<file path="src/rtl/round_robin_slice_scheduler_top_defines.svh">
// Assertion macros used by the round-robin slice scheduler top level.
`ifndef ROUND_ROBIN_SLICE_SCHEDULER_TOP_DEFINES_SVH
`define ROUND_ROBIN_SLICE_SCHEDULER_TOP_DEFINES_SVH

// A condition that must hold at every clock edge outside reset.
`define RRS_ASSERT_ALWAYS(label, clk, rst_n, cond, msg) \
  label: assert property (@(posedge clk) disable iff (!rst_n) (cond)) else $error(msg);

// A consequence that must hold in the cycle after the antecedent.
`define RRS_ASSERT_NEXT(label, clk, rst_n, ante, cons, msg) \
  label: assert property (@(posedge clk) disable iff (!rst_n) (ante) |=> (cons)) else $error(msg);

`endif

</file>
<file path="src/rtl/rrs_pkg.sv">
// Shared constants and types of the round-robin slice scheduler.
package rrs_pkg;

  localparam int unsigned MAX_PROCESSES_DEF = 16;

  localparam int unsigned CMD_W        = 2;
  localparam int unsigned BURST_W      = 16;
  localparam int unsigned QUANTUM_W    = 16;
  localparam int unsigned TIME_W       = 20;
  localparam int unsigned SLICE_PROC_W = 4;
  localparam int unsigned APB_ADDR_W   = 3;
  localparam int unsigned APB_DATA_W   = 32;
  localparam int unsigned IN_DATA_W    = 16;
  localparam int unsigned OUT_DATA_W   = 32;

  localparam logic [CMD_W-1:0] CMD_CLEAR = 2'd0;
  localparam logic [CMD_W-1:0] CMD_LOAD  = 2'd1;
  localparam logic [CMD_W-1:0] CMD_STEP  = 2'd2;

  // Register index, taken from the word address.
  localparam logic REG_QUANTUM = 1'b0;

  localparam logic [QUANTUM_W-1:0] QUANTUM_RST = 16'd4;

  // One scheduling result.
  typedef struct packed {
    logic                    all_done;
    logic                    process_finished;
    logic [TIME_W-1:0]       slice_end_time;
    logic [SLICE_PROC_W-1:0] slice_process;
  } res_t;

endpackage

</file>
<file path="src/rtl/rrs_mem.sv">
// Remaining-burst table: one write port, one read port, registered read data.
module rrs_mem #(
  parameter int unsigned DEPTH  = 16,
  parameter int unsigned ADDR_W = 4,
  parameter int unsigned DATA_W = 16
) (
  input  logic              clk_i,
  input  logic              we_i,
  input  logic [ADDR_W-1:0] waddr_i,
  input  logic [DATA_W-1:0] wdata_i,
  input  logic              re_i,
  input  logic [ADDR_W-1:0] raddr_i,
  output logic [DATA_W-1:0] rdata_o
);

  logic [DATA_W-1:0] mem [DEPTH];
  logic [DATA_W-1:0] rdata_q;

  always_ff @(posedge clk_i) begin
    if (we_i) begin
      mem[waddr_i] <= wdata_i;
    end
  end

  always_ff @(posedge clk_i) begin
    if (re_i) begin
      rdata_q <= mem[raddr_i];
    end
  end

  assign rdata_o = rdata_q;

endmodule

</file>
<file path="src/rtl/rrs_cfg.sv">
// Configuration register block holding the time quantum.
module rrs_cfg (
  input  logic                                clk_i,
  input  logic                                rst_ni,
  input  logic                                psel,
  input  logic                                penable,
  input  logic                                pwrite,
  input  logic [rrs_pkg::APB_ADDR_W-1:0]      paddr,
  input  logic [rrs_pkg::APB_DATA_W-1:0]      pwdata,
  output logic [rrs_pkg::APB_DATA_W-1:0]      prdata,
  output logic                                pready,
  output logic [rrs_pkg::QUANTUM_W-1:0]       quantum_o
);
  import rrs_pkg::*;

  logic [QUANTUM_W-1:0] quantum_q;
  logic                 reg_idx;
  logic                 wr_en;

  assign pready  = 1'b1;
  assign reg_idx = paddr[APB_ADDR_W-1];
  assign wr_en   = psel && penable && pwrite && pready && (reg_idx == REG_QUANTUM);

  always_ff @(posedge clk_i or negedge rst_ni) begin
    if (!rst_ni) begin
      quantum_q <= QUANTUM_RST;
    end else if (wr_en) begin
      quantum_q <= pwdata[QUANTUM_W-1:0];
    end
  end

  always_comb begin
    prdata = '0;
    if (reg_idx == REG_QUANTUM) begin
      prdata = APB_DATA_W'(quantum_q);
    end
  end

  assign quantum_o = quantum_q;

endmodule

</file>
<file path="src/rtl/rrs_sched.sv">
// Scheduler sequencer: table scan, slice grant and bookkeeping.
module rrs_sched #(
  parameter int unsigned MAX_PROCESSES = 16,
  parameter int unsigned IDX_W         = 4,
  parameter int unsigned CNT_W         = 5
) (
  input  logic                             clk_i,
  input  logic                             rst_ni,
  input  logic                             req_valid_i,
  output logic                             req_ready_o,
  input  logic [rrs_pkg::CMD_W-1:0]        req_cmd_i,
  input  logic [rrs_pkg::BURST_W-1:0]      req_burst_i,
  input  logic [rrs_pkg::QUANTUM_W-1:0]    quantum_i,
  output logic                             res_valid_o,
  input  logic                             res_ready_i,
  output rrs_pkg::res_t                    res_o,
  output logic [CNT_W-1:0]                 proc_cnt_o,
  output logic [CNT_W-1:0]                 fin_cnt_o
);
  import rrs_pkg::*;

  localparam logic [1:0] ST_IDLE   = 2'd0;
  localparam logic [1:0] ST_SCAN   = 2'd1;
  localparam logic [1:0] ST_UPDATE = 2'd2;
  localparam logic [1:0] ST_OUT    = 2'd3;

  localparam logic [CNT_W-1:0] CNT_MAX = CNT_W'(MAX_PROCESSES);

  logic [1:0]           state_q, state_d;
  logic [CNT_W-1:0]     proc_cnt_q, fin_cnt_q;
  logic [IDX_W-1:0]     scan_q;
  logic [TIME_W-1:0]    time_q;
  logic [IDX_W-1:0]     ptr_q;
  logic                 chk_q;
  logic [IDX_W-1:0]     chk_idx_q;
  logic [IDX_W-1:0]     idx_q;
  logic [BURST_W-1:0]   rem_q;
  res_t                 res_q;

  logic                 accept;
  logic                 load_wr;
  logic                 found;
  logic [BURST_W-1:0]   rd_data;
  logic [QUANTUM_W-1:0] quantum_eff;
  logic [BURST_W-1:0]   slice;
  logic [BURST_W-1:0]   rem_new;
  logic [CNT_W-1:0]     fin_new;
  logic [TIME_W-1:0]    time_new;
  logic [IDX_W-1:0]     start_idx;

  logic                 mem_we;
  logic [IDX_W-1:0]     mem_waddr;
  logic [BURST_W-1:0]   mem_wdata;

  // Cyclic successor of a table index within the loaded entries.
  function automatic logic [IDX_W-1:0] next_idx(input logic [IDX_W-1:0] idx,
                                                input logic [CNT_W-1:0] cnt);
    logic [CNT_W:0] sum;
    sum = (CNT_W+1)'(idx) + 1'b1;
    if (sum == (CNT_W+1)'(cnt)) begin
      next_idx = '0;
    end else begin
      next_idx = IDX_W'(sum);
    end
  endfunction

  assign req_ready_o = (state_q == ST_IDLE);
  assign accept      = req_valid_i && req_ready_o;
  assign load_wr     = accept && (req_cmd_i == CMD_LOAD) && (proc_cnt_q < CNT_MAX);
  assign found       = (state_q == ST_SCAN) && chk_q && (rd_data != '0);
  assign start_idx   = (CNT_W'(scan_q) < proc_cnt_q) ? scan_q : '0;

  assign quantum_eff = (quantum_i == '0) ? QUANTUM_W'(1) : quantum_i;
  assign slice       = (rem_q < quantum_eff) ? rem_q : quantum_eff;
  assign rem_new     = rem_q - slice;
  assign fin_new     = fin_cnt_q + CNT_W'(rem_new == '0);
  assign time_new    = time_q + TIME_W'(slice);

  // Loads write in the idle state and grants in the update state, so the two
  // never collide; a scan read always comes after the last write.
  always_comb begin
    mem_we    = 1'b0;
    mem_waddr = idx_q;
    mem_wdata = rem_new;
    if (load_wr) begin
      mem_we    = 1'b1;
      mem_waddr = IDX_W'(proc_cnt_q);
      mem_wdata = req_burst_i;
    end else if (state_q == ST_UPDATE) begin
      mem_we = 1'b1;
    end
  end

  rrs_mem #(
    .DEPTH  (MAX_PROCESSES),
    .ADDR_W (IDX_W),
    .DATA_W (BURST_W)
  ) u_mem (
    .clk_i   (clk_i),
    .we_i    (mem_we),
    .waddr_i (mem_waddr),
    .wdata_i (mem_wdata),
    .re_i    (state_q == ST_SCAN),
    .raddr_i (ptr_q),
    .rdata_o (rd_data)
  );

  always_comb begin
    state_d = state_q;
    case (state_q)
      ST_IDLE: begin
        if (accept && (req_cmd_i == CMD_STEP)) begin
          state_d = (fin_cnt_q >= proc_cnt_q) ? ST_OUT : ST_SCAN;
        end
      end
      ST_SCAN: begin
        if (found) begin
          state_d = ST_UPDATE;
        end
      end
      ST_UPDATE: state_d = ST_OUT;
      ST_OUT: begin
        if (res_ready_i) begin
          state_d = ST_IDLE;
        end
      end
      default: state_d = ST_IDLE;
    endcase
  end

  always_ff @(posedge clk_i or negedge rst_ni) begin
    if (!rst_ni) begin
      state_q    <= ST_IDLE;
      proc_cnt_q <= '0;
      fin_cnt_q  <= '0;
      scan_q     <= '0;
      time_q     <= '0;
      chk_q      <= 1'b0;
    end else begin
      state_q <= state_d;
      if (accept && (req_cmd_i == CMD_CLEAR)) begin
        proc_cnt_q <= '0;
        fin_cnt_q  <= '0;
        scan_q     <= '0;
        time_q     <= '0;
      end
      if (load_wr) begin
        proc_cnt_q <= proc_cnt_q + 1'b1;
        if (req_burst_i == '0) begin
          fin_cnt_q <= fin_cnt_q + 1'b1;
        end
      end
      if (state_q == ST_UPDATE) begin
        fin_cnt_q <= fin_new;
        time_q    <= time_new;
        scan_q    <= next_idx(idx_q, proc_cnt_q);
      end
      if (state_q == ST_SCAN && !found) begin
        chk_q <= 1'b1;
      end else begin
        chk_q <= 1'b0;
      end
    end
  end

  // Scan pointer and result payload carry no reset.
  always_ff @(posedge clk_i) begin
    if (accept && (req_cmd_i == CMD_STEP)) begin
      ptr_q <= start_idx;
      res_q <= '{all_done: 1'b1, process_finished: 1'b0,
                 slice_end_time: '0, slice_process: '0};
    end
    if (state_q == ST_SCAN) begin
      ptr_q     <= next_idx(ptr_q, proc_cnt_q);
      chk_idx_q <= ptr_q;
    end
    if (found) begin
      idx_q <= chk_idx_q;
      rem_q <= rd_data;
    end
    if (state_q == ST_UPDATE) begin
      res_q.slice_process    <= SLICE_PROC_W'(idx_q);
      res_q.slice_end_time   <= time_new;
      res_q.process_finished <= (rem_new == '0);
      res_q.all_done         <= (fin_new >= proc_cnt_q);
    end
  end

  assign res_valid_o = (state_q == ST_OUT);
  assign res_o       = res_q;
  assign proc_cnt_o  = proc_cnt_q;
  assign fin_cnt_o   = fin_cnt_q;

endmodule

</file>
<file path="src/rtl/round_robin_slice_scheduler_top.sv">
// Round-robin slice scheduler: top level with APB register, sequencer and output register.
// Clear, load and unused requests return nothing.
// A step request scans 1 to MAX_PROCESSES table entries, one memory read per cycle,
// until it finds a process with time left, grants it a slice and answers; when all work
// is done the answer comes without a scan. One request at a time is taken.
// Asynchronous active-low reset clears counters, clock, pointer and quantum (to 4); the
// burst table itself is not cleared and only holds meaning once loaded.
module round_robin_slice_scheduler_top #(
  parameter int unsigned MAX_PROCESSES = rrs_pkg::MAX_PROCESSES_DEF
) (
  input  logic                              clk_i,
  input  logic                              rst_ni,
  // Request stream.
  input  logic                              s_axis_tvalid_i,
  output logic                              s_axis_tready_o,
  input  logic [rrs_pkg::IN_DATA_W-1:0]     s_axis_tdata_i,   // [15:0] burst_time
  input  logic [rrs_pkg::CMD_W-1:0]         s_axis_tuser_i,   // [1:0] command
  // Result stream.
  output logic                              m_axis_tvalid_o,
  input  logic                              m_axis_tready_i,
  // [3:0] slice_process, [23:4] slice_end_time, [24] process_finished,
  // [25] all_done, [31:26] zero
  output logic [rrs_pkg::OUT_DATA_W-1:0]    m_axis_tdata_o,
  // Configuration port.
  input  logic                              psel,
  input  logic                              penable,
  input  logic                              pwrite,
  input  logic [rrs_pkg::APB_ADDR_W-1:0]    paddr,
  input  logic [rrs_pkg::APB_DATA_W-1:0]    pwdata,
  output logic [rrs_pkg::APB_DATA_W-1:0]    prdata,
  output logic                              pready
);
  import rrs_pkg::*;
  `include "round_robin_slice_scheduler_top_defines.svh"

  // Table index and process count widths follow from the table depth.
  localparam int unsigned IDX_W = (MAX_PROCESSES > 1) ? $clog2(MAX_PROCESSES) : 1;
  localparam int unsigned CNT_W = $clog2(MAX_PROCESSES + 1);
  localparam logic [CNT_W-1:0] CNT_MAX = CNT_W'(MAX_PROCESSES);

  logic [QUANTUM_W-1:0] quantum;
  logic                 res_valid;
  logic                 res_ready;
  res_t                 res;
  logic [CNT_W-1:0]     proc_cnt;
  logic [CNT_W-1:0]     fin_cnt;
  logic                 out_valid_q;
  res_t                 out_data_q;
  logic                 step_acc;

  rrs_cfg u_cfg (
    .clk_i     (clk_i),
    .rst_ni    (rst_ni),
    .psel      (psel),
    .penable   (penable),
    .pwrite    (pwrite),
    .paddr     (paddr),
    .pwdata    (pwdata),
    .prdata    (prdata),
    .pready    (pready),
    .quantum_o (quantum)
  );

  rrs_sched #(
    .MAX_PROCESSES (MAX_PROCESSES),
    .IDX_W         (IDX_W),
    .CNT_W         (CNT_W)
  ) u_sched (
    .clk_i       (clk_i),
    .rst_ni      (rst_ni),
    .req_valid_i (s_axis_tvalid_i),
    .req_ready_o (s_axis_tready_o),
    .req_cmd_i   (s_axis_tuser_i),
    .req_burst_i (s_axis_tdata_i[BURST_W-1:0]),
    .quantum_i   (quantum),
    .res_valid_o (res_valid),
    .res_ready_i (res_ready),
    .res_o       (res),
    .proc_cnt_o  (proc_cnt),
    .fin_cnt_o   (fin_cnt)
  );

  // The output register frees the sequencer as soon as a result is parked here,
  // so the next request can be taken while the consumer stalls.
  assign res_ready = !out_valid_q || m_axis_tready_i;

  always_ff @(posedge clk_i or negedge rst_ni) begin
    if (!rst_ni) begin
      out_valid_q <= 1'b0;
    end else if (res_ready) begin
      out_valid_q <= res_valid;
    end
  end

  always_ff @(posedge clk_i) begin
    if (res_ready && res_valid) begin
      out_data_q <= res;
    end
  end

  assign m_axis_tvalid_o = out_valid_q;
  assign m_axis_tdata_o  = OUT_DATA_W'(out_data_q);

  // A step request taken at this edge.
  assign step_acc = s_axis_tvalid_i && s_axis_tready_o && (s_axis_tuser_i == CMD_STEP);

  // The process count never passes the table depth.
  `RRS_ASSERT_ALWAYS(a_cnt_max, clk_i, rst_ni, proc_cnt <= CNT_MAX, "process count overflow")
  // Finished processes are always a subset of the loaded ones.
  `RRS_ASSERT_ALWAYS(a_fin_le_cnt, clk_i, rst_ni, fin_cnt <= proc_cnt, "finished count too large")
  // A step request occupies the sequencer in the following cycle.
  `RRS_ASSERT_NEXT(a_step_busy, clk_i, rst_ni, step_acc, !s_axis_tready_o, "step did not start")

endmodule
</file>
<file path="config.mk">
export PLATFORM = sky130hd
export DESIGN_NAME = round_robin_slice_scheduler_top
export DESIGN_NICKNAME = d
export VERILOG_FILES = /design/src/rtl/rrs_pkg.sv /design/src/rtl/rrs_mem.sv /design/src/rtl/rrs_cfg.sv /design/src/rtl/rrs_sched.sv /design/src/rtl/round_robin_slice_scheduler_top.sv
export VERILOG_INCLUDE_DIRS = /design/src /design/src/rtl
export SDC_FILE = /design/constraint.sdc
export NUM_CORES = 1
export LEC_CHECK = 0
export BUFFER_PORTS_ARGS = -buffer_cell sky130_fd_sc_hd__buf_2
export CORE_MARGIN = 4
export CORE_UTILIZATION = 40
export DETAILED_ROUTE_END_ITERATION = 6
export PLACE_DENSITY = 0.67
export SLEW_MARGIN = 20
export SYNTH_ARGS = -nofsm -noshare
export SYNTH_HDL_FRONTEND = slang
export SYNTH_SLANG_ARGS = --single-unit
</file>
<file path="constraint.sdc">
create_clock -name clk_i -period 17.3 [get_ports clk_i]
set_input_delay 0.865 -clock clk_i [delete_from_list [all_inputs] [get_ports clk_i]]
set_output_delay 0.865 -clock clk_i [all_outputs]
set_load 0.01 [all_outputs]
</file>
==> run_results.csv, run 1 <==
group,metric,value,unit
route,post_drt_wl_per_cell,20.24,um
layout,syn_to_final_growth,14.24,%
critical_path,cp-end-kind,"flop",
floorplanning,fp.dieH,222.8,um
global_routing,grt_pass1_vias,11130,
timing,maxSlewViolCount,0,
global_routing,gr-total-overflow,0,
power_and_ir_drop,total_leakage_power,8.011,nW
clocking,htreeDepth,2,
route,wl,41650,um
clocking,postCtsSetupBuffers,0,
yosys,ys_seq_area_frac,0.6463,
clocking,cts_buffers,43,
floorplanning,die_w,222.8,um
critical_path,critPathMaxStageDelay,580,ps
clocking,clk_latency,570,ps
critical_path,r2r-end,"u_sched.res_o[25]",
yosys,syn_inst,1316,
route,drt_iter0_drc,919,
route,vias,11180,
yosys,ys_warn_count,0,
yosys,yosysTopAreaCell,"edfxtp_1",
layout,drive_gt1_frac,0.1831,
floorplanning,core_area,45480,um2
critical_path,path_class,"flop to flop",
yosys,synth_flop_cell,"edfxtp_1",
yosys,synth_area,18450,um2
clocking,cts_tree,"built",
timing,period_minus_slack,6933,ps
timing,relSlewSlack,0.2900,
critical_path,startpoint_type,"flop",
layout,final_cells,2058,
yosys,ys_types,71,
clocking,path_clk_slew,60,ps
layout,seq_area,11920,um2
timing,hold_viol_final,0,
clocking,clock_sinks,406,
timing,postLayoutSetupSlackWorst,10370,ps
hold_path,hold_class,"flop to flop",
clocking,hold_buffers,0,
layout,final_cell_mix,"edfxtp_1, nand2_1, buf_2",
timing,fmax,0.1442,GHz
critical_path,crit_end,"u_sched.res_o[25]",
status,status,"completed",
floorplanning,die_area,49620,um2
critical_path,cp.required,17590,ps
critical_path,crit_top_cell,"ha_1",
timing,tns,0,ps
clocking,cts-root-buf,"clkbuf_16",
layout,antenna_cells,0,
route,antenna_left,0,
yosys,syn_area_per_cell,14.02,um2
flow_run,cap_violations,0,
timing,worst_pin_slew,1061,ps
timing,holdWs,416.8,ps
global_routing,grt_max_degree,63,
critical_path,crit_fanout,33,
floorplanning,initial_core_util,0.4057,
route,first_pass_iters,5,
clocking,clock_path_buffers,3,
layout,final_nets,1554,
placed_design,place_inst,1978,
placed_design,place_ws,10390,ps
critical_path,cp.depth,28,
placed_design,place.gp.congestion,0.8547,
critical_path,r2r_cells,28,
yosys,synth-async-reset-ratio,0.1330,
layout,n_fill_cell,3989,
layout,multiInputGateArea,6111,um2
critical_path,critPathBufInv,3,
critical_path,cp_top_family,"compound AO/OA/AOI/OAI gates",
placed_design,dpl.hpwl,26900,um
yosys,synth_top_cell_area_share,0.5729,
route,viasPerCell,5.430,
critical_path,crit_start,"u_cfg.quantum_o[2]",
timing,finClkSkew,19.53,ps
yosys,synth-edff-count,352,
global_routing,grt_pass1_wl,63850,um
global_routing,antenna_found_initial,0,
critical_path,cp_slowest_cell,"or4_1",
yosys,synth-seq-cells,406,
power_and_ir_drop,power.density,189.8,nW/um2
timing,finalCritPeriodShare,0.4008,
floorplanning,num_rows,78,
hold_path,hold_depth,0,
floorplanning,io_pins,127,
timing,setup_violations,0,
critical_path,r2r_slack,10370,ps
yosys,synthTopCellsByArea,"edfxtp_1, dfrtp_1, ha_1",
critical_path,r2r-start,"u_cfg.quantum_o[2]",
power_and_ir_drop,ir_worst_vdd,87.84,uV
route,drc,0,
placed_design,io_buffers,85,
global_routing,grt_use_total,0.1635,
critical_path,arrival,7230,ps
layout,layout_commonest_cell,"edfxtp_1",
timing,rsz0062_at_grt,"false",
clocking,cts_resized,0,
power by group:
group,switching (mW),internal [mW]
clock,0.374,0.533
sequential,0.0849,1.52
combinational,0.960,0.527
total,1.42,2.58
worst register-to-register path, delay by kind of cell, from the launching register on:
kind            cells  cell delay [ps]
buf+inv             3              480
simple gates        7             1510
flops               1              550
fa+ha+maj           6             1650
compound gates     10             2150
xor+xnor            2              370
through the flow:
stage	instance area [um2]	power, mW	util
floorplan	18530	2.646	-
global placement	19600	3.041	0.4309
detailed placement	19620	3.099	0.4315
CTS	21040	4.019	0.4626
global route	21080	4.245	0.4634
finish	21080	4.000	0.4634
layout make-up:
cell class / instances / area share
Clock inverter: 27 / 0.01288
Timing Repair Buffer: 116 / 0.03235
Sequential cell: 406 / 0.5657
Tap cell: 600 / 0.03562
Multi-Input combinational cell: 804 / 0.2899
Inverter: 52 / 0.009261
Clock buffer: 53 / 0.05426
state kept, by name, summed over array words and instances, names as in the netlist, 5 cells and up:
name	cells
u_sched.res_o	26
u_sched.proc_cnt_o	5
m_axis_tdata_o	26
u_sched.u_mem.mem	256
u_sched.rem_q	16
u_cfg.quantum_o	16
u_sched.fin_cnt_o	5
u_sched.time_q	20
u_sched.u_mem.rdata_o	16
cells by family (layout without fill, tap and decap cells):
kind of cell / after synthesis / in the layout / share of synthesized area
compound gates: 254 / 254 / 0.09115
xor+xnor: 43 / 43 / 0.02041
fa+ha+maj: 71 / 71 / 0.04897
buf+inv: 127 / 248 / 0.03154
flops: 406 / 406 / 0.6463
mux: 115 / 115 / 0.08586
other cells: 2 / 23 / 0.0004071
simple gates: 298 / 298 / 0.07542
synthesized netlist by cell type, types with 5 or more instances:
cell type	count
nor2b_1	13
mux2i_1	57
ha_1	69
clkbuf_1	40
a22oi_1	16
and3_1	5
inv_1	50
o22ai_1	7
nand4_1	7
mux2_2	26
buf_4	23
xor2_1	15
a221oi_1	17
nand3_1	18
a21o_1	47
xnor2_1	28
nor2_1	90
nand2b_1	11
nor4_1	12
nand2_1	102
o21ai_0	57
nor3_1	8
nor3b_1	5
a21oi_1	55
and2_1	13
mux4_2	32
edfxtp_1	352
a31oi_1	11
dfrtp_1	53
buf_1	9
worst min path at each step:
stage | startpoint | to | slack [ps]
3_5_place_dp | u_sched.res_o[15] | m_axis_tdata_o[15] | 400
5_1_grt | u_sched.res_o[9] | m_axis_tdata_o[9] | 420
4_1_cts | u_sched.res_o[22] | m_axis_tdata_o[22] | 420
6_report | u_sched.res_o[22] | m_axis_tdata_o[22] | 420
2_1_floorplan | u_sched.res_o[0] | m_axis_tdata_o[0] | 400
3_3_place_gp | u_sched.res_o[18] | m_axis_tdata_o[18] | 400
layer usage:
layer  share of wire  routed length, um  vias up  track usage
met2            0.49              20530      391       0.2752
li1                -                  -     5149            -
met1            0.42              17650     5575       0.2205
met4           0.020                849        0      0.04454
met5               0                  0        -            0
met3           0.063               2621       60      0.02867
No activity file was read; power rests on OpenSTA's default activity.
==> run 2, diff against run 1 <==
PLACE_DENSITY = 0.69   (was 0.67)
clock period = 6.2 ns   (was 17.3 ns; I/O delays follow)
==> run 2 against run 1 <==
Clock-buffer cell count decreased by 2. Flip-flop and latch count unchanged. Combinational power increased to 2.9 times the previous value. Clock power increased to 2.7 times the previous value. Register-to-register slack got worse by 10000 ps. Die area unchanged. Worst hold slack got worse by 390 ps. Clock skew decreased by 4.6 ps. Critical path depth decreased by 1. Via count increased by 0.64%. Utilization increased by 0.91 points. Sequential share of layout area decreased by 1.1 points. Critical path type unchanged. Largest power group unchanged. Highest routed layer unchanged.
==> run_results.csv, run 2 (same netlist as run 1, synthesis figures left out) <==
group,metric,value,unit
route,antenna_left,0,
layout,final_cells,2100,
floorplanning,initial_core_util,0.4057,
timing,hold_viol_final,0,
power_and_ir_drop,ir_worst_vdd,247.1,uV
power_and_ir_drop,design_power_total,11.30,mW
global_routing,grtUsageMet2,0.2772,
timing,holdWs,28.11,ps
route,post_drt_wl_per_cell,19.97,um
critical_path,cp-end-kind,"flop",
clocking,clock_path_buffers,3,
global_routing,grt_use_total,0.1631,
clocking,clk_latency,550,ps
clocking,htreeDepth,2,
placed_design,dpl.hpwl,26750,um
route,viasPerCell,5.356,
layout,antenna_cells,0,
global_routing,grt_max_degree,103,
timing,relSlewSlack,0.2944,
global_routing,top_usage_layer,"met2",
floorplanning,fp.dieH,222.8,um
floorplanning,num_rows,78,
critical_path,path_class,"flop to flop",
power_and_ir_drop,power.density,525.9,nW/um2
floorplanning,die_area,49620,um2
critical_path,cp.required,6480,ps
layout,drive_gt1_frac,0.2053,
route,drt_iter0_drc,877,
placed_design,place_inst,2002,
route,drc,0,
global_routing,grt_pass1_wl,63960,um
floorplanning,io_pins,127,
placed_design,io_buffers,85,
clocking,path_clk_slew,60,ps
hold_path,hold_class,"primary input to flop",
timing,finalCritPeriodShare,0.9704,
route,vias,11250,
layout,syn_to_final_growth,16.49,%
global_routing,antenna_found_initial,0,
global_routing,grt_pass1_vias,11080,
global_routing,met1_usage,0.2136,
placed_design,place.gp.congestion,0.9416,
status,status,"completed",
timing,finClkSkew,14.91,ps
global_routing,gr-total-overflow,0,
layout,finish.utilization,0.4726,
layout,final_nets,1597,
route,wl,41940,um
layout,largest_reg_flops,256,
critical_path,arrival,6300,ps
floorplanning,die_w,222.8,um
power_and_ir_drop,total_leakage_power,8.199,nW
critical_path,startpoint_type,"flop",
layout,final_cell_mix,"edfxtp_1, nand2_1, nor2_1",
critical_path,crit_fanout,3,
route,first_pass_iters,7,
layout,layout_commonest_cell,"edfxtp_1",
timing,worst_pin_slew,1054,ps
clocking,cts_buffers,43,
timing,period_minus_slack,6017,ps
timing,fmax,0.1662,GHz
flow_run,cap_violations,0,
floorplanning,core_area,45480,um2
layout,largest-register,"u_sched.u_mem.mem",
clocking,cts_tree,"built",
timing,setup_violations,0,
timing,maxSlewViolCount,0,
clocking,clock_sinks,406,
global_routing,gr-usage-met3,0.03448,
clocking,cts-root-buf,"clkbuf_16",
-- run 2: area by class of cell --
type | count | area, um2
clock buffer | 51 | 1127
clock inverter | 28 | 242.7
fill | 3880 | 23990
inverter | 52 | 195.2
multi-input combinational | 804 | 6210
sequential | 406 | 11920
tap | 600 | 750.7
timing repair buffer | 159 | 1044
-- run 2: final timing paths --
path | slack (ps) | depth (start not counted) | to | start
max | 180 | 27 | u_sched.res_o[25] | u_sched.rem_q[5]
min | 30 | 2 | u_cfg.quantum_o[2] | pwdata[2]
max reg2reg | 180 | 27 | u_sched.res_o[25] | u_sched.rem_q[5]
min reg2reg | 420 | 0 | m_axis_tdata_o[1] | u_sched.res_o[1]
max in group asynchronous | 5240 | 3 | u_sched.time_q[3] | rst_ni
min in group asynchronous | 450 | 3 | m_axis_tvalid_o | rst_ni
-- run 2: power by group --
group          internal [mW]  leakage (nW)  switching [mW]
clock                   1.43         0.669            1.04
sequential              4.24          3.89           0.264
combinational           1.61          3.64            2.72
-- run 2: critical path, cell delays in order (launching register included) --
cell and delay, ps:
edfxtp_1 400, ha_1 320, a21o_1 180, a21o_1 160
a21oi_2 140, o211ai_1 160, a211oi_4 270, nor2_1 90
a21oi_2 130, ha_2 200, inv_2 40, fa_2 420
a211oi_4 260, o21ai_2 110, o31ai_4 280, o21ai_1 110
xnor2_1 160, or4_4 560, nor4_4 230, nor4b_4 260
ha_2 260, ha_4 220, ha_4 210, a21o_1 190
a21oi_2 120, nor2b_1 50, o21ai_1 130, nand3b_1 90
-- run 2: what timing repair did --
item                       in CTS  in global routing
setup endpoints to repair       1                  1
hold endpoints to repair       67                  0
pin swaps                       0                 27
resized for setup               1                 34
hold buffers                   15                  0
setup buffers                   0                  4
-- run 2: per-stage QoR --
stage	setup slack, ps	cell area [um2]	setup TNS [ps]
final	183.3	21490	0
after global routing	-76.32	21490	-76.32
after CTS	22.30	21310	0
after detailed placement	27.37	19780	0
after global placement	70.69	19780	0
after floorplan	75.38	18530	0
-- run 2: metal layers --
layer | wire length [um] | part of all wire
met3 | 2421 | 0.058
met2 | 20690 | 0.49
met4 | 1032 | 0.025
met5 | 0 | 0
met1 | 17800 | 0.42
